[config.mk]
export PLATFORM = sky130hd
export DESIGN_NAME = xbrd_front
export DESIGN_NICKNAME = d
export VERILOG_FILES = /design/src/design/xbrd_pkg.sv /design/src/design/xbrd_front.sv
export SDC_FILE = /design/constraint.sdc
export NUM_CORES = 1
export LEC_CHECK = 0
export ABC_AREA = 1
export BUFFER_PORTS_ARGS = -buffer_cell sky130_fd_sc_hd__buf_2
export CAP_MARGIN = 20
export CORE_MARGIN = 2
export CORE_UTILIZATION = 50
export DETAILED_ROUTE_END_ITERATION = 8
export PLACE_DENSITY = 0.83
export SLEW_MARGIN = 20
export SYNTH_ARGS = -nofsm -noshare
export SYNTH_HDL_FRONTEND = slang
export SYNTH_SLANG_ARGS = --single-unit
[constraint.sdc]
create_clock -name clk -period 5.3 [get_ports clk]
set_input_delay 0.53 -clock clk [delete_from_list [all_inputs] [get_ports clk]]
set_output_delay 0.53 -clock clk [all_outputs]
set_load 0.03 [all_outputs]
[src/design/xbrd_pkg.sv]
// shared types and constants for the bounded random draw core
`timescale 1ns / 1ps
package xbrd_pkg;

	localparam logic [63:0] GOLDEN_STEP = 64'h9E3779B97F4A7C15;
	localparam logic [63:0] MIX_MUL_A   = 64'hBF58476D1CE4E5B9;
	localparam logic [63:0] MIX_MUL_B   = 64'h94D049BB133111EB;
	localparam logic [63:0] PERCENT_SPAN = 64'd100;

	typedef enum logic [1:0] {
		REQ_RAW     = 2'd0,
		REQ_BELOW   = 2'd1,
		REQ_RANGE   = 2'd2,
		REQ_PERCENT = 2'd3
	} req_kind_t;

	// register indexes
	localparam logic [0:0] REG_SEED = 1'b0;

	typedef struct packed {
		logic [1:0]         req_type;
		logic signed [31:0] count;
		logic signed [31:0] range_low;
		logic signed [31:0] range_high;
		logic signed [31:0] percent;
	} in_item_t;

	typedef struct packed {
		logic [63:0]        raw_word;
		logic signed [31:0] int_value;
		logic               chance_hit;
		logic               invalid_arg;
	} out_item_t;

	// classified job from the front part to the back part
	typedef struct packed {
		logic        draw;       // needs a word from the generator
		logic        bounded;    // rejection and modulo needed
		logic        pct;        // compare result against percent
		logic [63:0] bound;      // modulo bound when bounded
		logic [31:0] offset;     // added to the remainder
		logic [31:0] pct_val;    // percent for the compare
		logic        hit;        // fixed hit when no draw
		logic        bad;        // invalid argument
	} job_t;

endpackage

[src/design/xbrd_front.sv]
// front part: classifies requests into jobs and queues them
`timescale 1ns / 1ps
module xbrd_front
	import xbrd_pkg::*;
(
	input  logic     clk,
	input  logic     arst_n,
	input  logic     in_valid,
	output logic     in_stall,
	input  in_item_t in_data,
	output logic     job_valid,
	input  logic     job_take,
	output job_t     job_data
);

	job_t        cls;
	job_t        q_mem_q [2];
	logic [1:0]  cnt_q;
	logic        wr_ptr_q;
	logic        rd_ptr_q;
	logic        push;
	logic        pop;
	logic [63:0] lo64;
	logic [63:0] hi64;

	// classify one request
	always_comb begin
		lo64 = {{32{in_data.range_low[31]}}, in_data.range_low};
		hi64 = {{32{in_data.range_high[31]}}, in_data.range_high};
		cls = '0;
		unique case (req_kind_t'(in_data.req_type))
			REQ_RAW: begin
				cls.draw = 1'b1;
			end
			REQ_BELOW: begin
				if (in_data.count <= 0) begin
					cls.bad = 1'b1;
				end else begin
					cls.draw = 1'b1;
					cls.bounded = 1'b1;
					cls.bound = {32'd0, in_data.count};
				end
			end
			REQ_RANGE: begin
				if (in_data.range_low > in_data.range_high) begin
					cls.bad = 1'b1;
				end else begin
					cls.draw = 1'b1;
					cls.bounded = 1'b1;
					cls.bound = hi64 - lo64 + 64'd1;
					cls.offset = in_data.range_low;
				end
			end
			default: begin
				if (in_data.percent >= 100) begin
					cls.hit = 1'b1;
				end else if (in_data.percent > 0) begin
					cls.draw = 1'b1;
					cls.bounded = 1'b1;
					cls.pct = 1'b1;
					cls.bound = PERCENT_SPAN;
					cls.pct_val = in_data.percent;
				end
			end
		endcase
	end

	// two-entry queue
	assign in_stall  = cnt_q[1];
	assign push      = in_valid && !in_stall;
	assign job_valid = cnt_q != 2'd0;
	assign pop       = job_valid && job_take;
	assign job_data  = q_mem_q[rd_ptr_q];

	always_ff @(posedge clk) begin
		if (push) begin
			q_mem_q[wr_ptr_q] <= cls;
		end
	end

	always_ff @(posedge clk or negedge arst_n) begin
		if (!arst_n) begin
			cnt_q    <= 2'd0;
			wr_ptr_q <= 1'b0;
			rd_ptr_q <= 1'b0;
		end else begin
			if (push) begin
				wr_ptr_q <= !wr_ptr_q;
			end
			if (pop) begin
				rd_ptr_q <= !rd_ptr_q;
			end
			cnt_q <= cnt_q + {1'b0, push} - {1'b0, pop};
		end
	end

endmodule

After elaboration in Yosys (flattened, before gate mapping):

Memories as Yosys holds them, arrays and structs flattened.
Index checks and enable logic that the tools add are counted.

* $add $sub $neg: 4
* magnitude comparators: 4
* eq/ne operators: 2
* mux-type cells: 20
* reduce and logical (&&, ||, !) cells: 8

Operators by type and width (count)
* $pmux W64 S3: 1
* $mux W67: 2
* $mux W32: 4
* $mux W96: 1
* $add A33 B2 Y34 const B: 1
* $mux W33: 1
* $sub A32 B32 Y33: 1
* $ge A32 B8 Y1 const B: 1
* $gt A32 B1 Y1 const B: 1
* $gt A32 B32 Y1: 1
* $le A32 B1 Y1 const B: 1
* $mux W1: 6
* $pmux W1 S3: 2
* $mux W2: 2
* $logic_not A1 Y1: 3
* $reduce_or A3 Y1: 1
* $add A2 B1 Y2: 1
* $eq A2 B1 Y1 const B: 1
* $eq A2 B2 Y1 const B: 1
* $logic_and A1 B1 Y1: 2
* $logic_not A2 Y1: 1
* $pmux W1 S2: 1
* $reduce_bool A2 Y1: 1
* $sub A2 B1 Y2: 1

* bits in registers: 4
* bits in writable memories: 266
* input port bits: 134
* output and inout port bits: 135
* word-level logic and storage cells: 42
* memories: 1

Memories
* q_mem_q: depth 2, bits a word 133, rd ports 1, clocked after Yosys merged registers in 0, wr ports 1, line xbrd_front.sv:17 `job_t q_mem_q [2];`

Depth between registers and ports, before layout:

* depth after elaboration: 4
* depth in mapped cells: 18
* gate-level depth less buffers: 17

Worst setup path after synthesis:

No wires, ideal clock.

* kind: register -> register
* start point: register cnt_q[1]
* end point: memory q_mem_q[0][0] in the netlist's numbering, enable pin
* library setup time: 566 ps
* arrival: 5014 ps
* data required time: 4734 ps
* setup slack: -280 ps
* stages on the path, launching flop included: 4
* path buffers: 0
* clock period less this slack: 5580 ps
* path through: dfrtp_1 > inv_1 > nand2_1 > nor2_1

* cells in the longest elaborated chain, start to end: 4

Ends and longest elaborated chain
* start: declaration: line xbrd_front.sv:18 `logic [1:0] cnt_q;`
* start signal: assignment: line xbrd_front.sv:93 `cnt_q <= cnt_q + {1'b0, push} - {1'b0, pop};`
* $logic_not A1 Y1: line xbrd_front.sv:70 `assign push = in_valid && !in_stall;`
* $logic_and A1 B1 Y1: line xbrd_front.sv:70
* $mux W1: line xbrd_front.sv:76 `if (push) begin`
* $mux W1 (implied by the code): line xbrd_front.sv:77 `q_mem_q[wr_ptr_q] <= cls;`
* end: declaration: line xbrd_front.sv:17

Every way passes these cells.

==> impl_metrics.py <==
metrics = {
    "floorplan": {
        "die_h_microns": 161,
        "num_io_pins": 269,
        "coreArea_sq_mm": 0.0242,
        "initial_core_util_pct": 50.7,
        "dieArea_sq_mm": 0.0258,
        "die_x_microns": 161,
        "num_rows": 57,
    },
    "synth": {
        "ys_seq_area_share_pct": 51.2,
        "synth_enable_flop_cells": 206,
        "synth_top_cell_area_share_pct": 50.4,
        "synth_cell_type_count": 37,
        "synth.area.top_cells": "edfxtp_1 (50%), nand2_1 (15%), ha_1 (10%)",
        "synthesis.area_sq_mm": 0.0123,
        "synth_cells": 1359,
        "yosysTopAreaCell": "edfxtp_1",
        "async_reset_ff_share_pct": 1.90,
        "avgSynthCellArea_sq_um": 9.03,
        "synthFlopType": "edfxtp_1",
        "synth-seq-cells": 210,
        "ys_warn_count": 0,
    },
    "cts": {
        "cts_resized": 0,
        "cts_tree": "built",
        "cts_setup_buffers": 0,
        "clock_sinks": 210,
        "cts_buffers": 22,
        "path_clk_slew_ps": 60,
        "worstSkewPairLatency_ps": 520,
        "clk_path_buf_depth": 3,
        "h-tree-depth": 1,
        "ctsRootBufferMaster": "clkbuf_16",
    },
    "global_routing": {
        "grt_max_degree": 73,
        "track_usage_pct": 23.9,
        "grt_pass1_wl_microns": 48700,
        "antenna_found_initial": 0,
        "grt_pass1_vias": 9891,
        "grt.overflow.total": 0,
    },
    "sta": {
        "setup_viol": 0,
        "hold_viol_final": 0,
        "rsz0062_at_grt": "false",
        "fin_crit_sh_pct": 67.3,
        "drv_slew": 0,
        "skew_ps": 7.21,
        "fmax_ghz": 0.280,
        "fin_ws_ps": 1730,
        "period_minus_slack_ps": 3570,
        "relSlewSlack_pct": 36.3,
        "tightestPinTransition_ps": 955,
    },
    "setup_path": {
        "path_class": "reg -> out",
        "arrival_ps": 3040,
        "startpoint_type": "register",
        "cp-end-kind": "output pin",
        "worstPathMaxFanout": 65,
        "crit_required_ps": 4770,
    },
    "layout": {
        "area_growth_pct": 19.3,
        "layout_commonest_cell": "nand2_1",
        "fin_cells": 1987,
        "drive_gt1_share_pct": 20.8,
        "nets": 1883,
        "final_cell_mix": "nand2_1 (486), buf_2 (268), edfxtp_1 (206), inv_1 (152), nor2_1 (120)",
    },
    "pwr": {
        "irDropWorstVdd_v": 0.000352,
        "powerDensity_mw_per_mm2": 480,
        "p_leak_nw": 7.18,
    },
    "placed_design": {
        "dp.cells": 1945,
        "port_buffers": 268,
        "gp_congestion": 0.865,
        "dp_slack_ps": 2160,
        "dpl.hpwl_microns": 23700,
    },
    "route": {
        "drt_pre_antenna_iters": 5,
        "drtIter0Drc": 762,
        "via_per_inst": 5.04,
        "vias": 10006,
        "drcViolationCount": 0,
        "routed_wl_microns": 31400,
        "ant_nets": 0,
        "wire_per_inst_microns": 15.8,
    },
    "run": {
        "maxCapViolCount": 0,
    },
    "status": {
        "status": "completed",
    },
    "worst_hold_path": {
        "hold_path.class": "in -> reg",
    },
}
## synth_stat cells (2+ instances only)
master and n:
a21o_1 4, a21oi_1 55, a31oi_1 2, buf_1 5, buf_4 33, buf_6 5
clkbuf_1 18, dfrtp_1 4, edfxtp_1 206, ha_1 102, inv_1 152, nand2_1 486
nand2_2 2, nand3_1 25, nand3_4 2, nand4_1 15, nor2_1 122, nor2_2 4
nor3_1 9, nor4_1 10, o21a_1 3, o21ai_0 22, o21ai_2 27, o21bai_1 3
or2_1 3, xnor2_1 11, xor2_1 19
## routing by layer
layer	track usage, %	part of all wire, %	wire [microns]	up-vias
met1	29.6	40	12600	4630
met3	3.69	7.0	2200	77
met2	42.0	49	15300	390
met5	0	0	0	-
met4	9.25	4.0	1240	0
li1	-	-	-	4909
## metrics by stage
| stage | cell area, sq um | util, % | hold slack, ps | TNS, ps | power, mW |
|---|---|---|---|---|---|
| CTS | 14600 | 60.5 | 292 | 0 | 7.08 |
| global placement | 13900 | 57.4 | 339 | 0 | 5.46 |
| global route | 14600 | 60.5 | 309 | 0 | 7.38 |
| floorplan | 12500 | - | 234 | -57580 | 4.71 |
| detailed placement | 13900 | 57.5 | 345 | 0 | 5.53 |
| finish | 14600 | 60.5 | 318 | 0 | 7.02 |
## power by group
part / total (mW) / switching, mW / internal, mW
Combinational: 3.16 / 2.38 / 0.782
Sequential: 2.31 / 0.112 / 2.20
Clock: 1.55 / 0.625 / 0.921
Total: 7.02 / 3.12 / 3.90
## worst max-delay path, cell delays in order (launching register included)
cell and delay, ps:
dfrtp_4 650, clkinv_2 820, buf_4 600, nand2_1 120, nand2_1 100, buf_2 200
## final timing paths
check                           startpoint             end  slack, ps  cells past startpoint
worst max register to register    cnt_q[1]  q_mem_q[0][55]       3240                      4
max in group asynchronous           arst_n        rd_ptr_q       4800                      2
min in group asynchronous           arst_n        rd_ptr_q        360                      2
worst min register to register    cnt_q[0]        cnt_q[0]        500                      1
worst max-delay path              rd_ptr_q    job_data[79]       1730                      5
worst min-delay path              job_take        rd_ptr_q        320                      3
## state kept, by name, summed over array words and instances, names as in the netlist
name / count
q_mem_q: 206
cnt_q: 2
rd_ptr_q: 1
wr_ptr_q: 1
## logic make-up (layout without fill, tap and decap cells)
| logic type | Yosys count | in the layout | synth area share [%] |
|---|---|---|---|
| AND/OR/NAND/NOR | 680 | 680 | 22.1 |
| buffers and inverters | 215 | 469 | 7.89 |
| flip-flops | 210 | 210 | 51.2 |
| AO/OA/AOI/OAI | 120 | 120 | 6.02 |
| adder cells (fa/ha/maj) | 103 | 103 | 10.6 |
| XOR/XNOR | 30 | 30 | 2.14 |
| other | 1 | 51 | 0.0306 |
## final cells by class
| type | count | area (sq um) |
|---|---|---|
| Timing Repair Buffer | 275 | 1420 |
| Tap cell | 324 | 405 |
| Sequential cell | 210 | 6290 |
| Fill cell | 2072 | 9540 |
| Clock buffer | 34 | 636 |
| Inverter | 154 | 579 |
| Multi-Input combinational cell | 983 | 5210 |
| Antenna cell | 1 | 2.50 |
| Clock inverter | 6 | 88.8 |
## timing repair
| action | in CTS | in global routing |
|---|---|---|
| hold endpoints to repair | 4 | 0 |
| setup endpoints to repair | 0 | 0 |
| hold buffers | 1 | 0 |
Power figures use the tool's default switching activity.
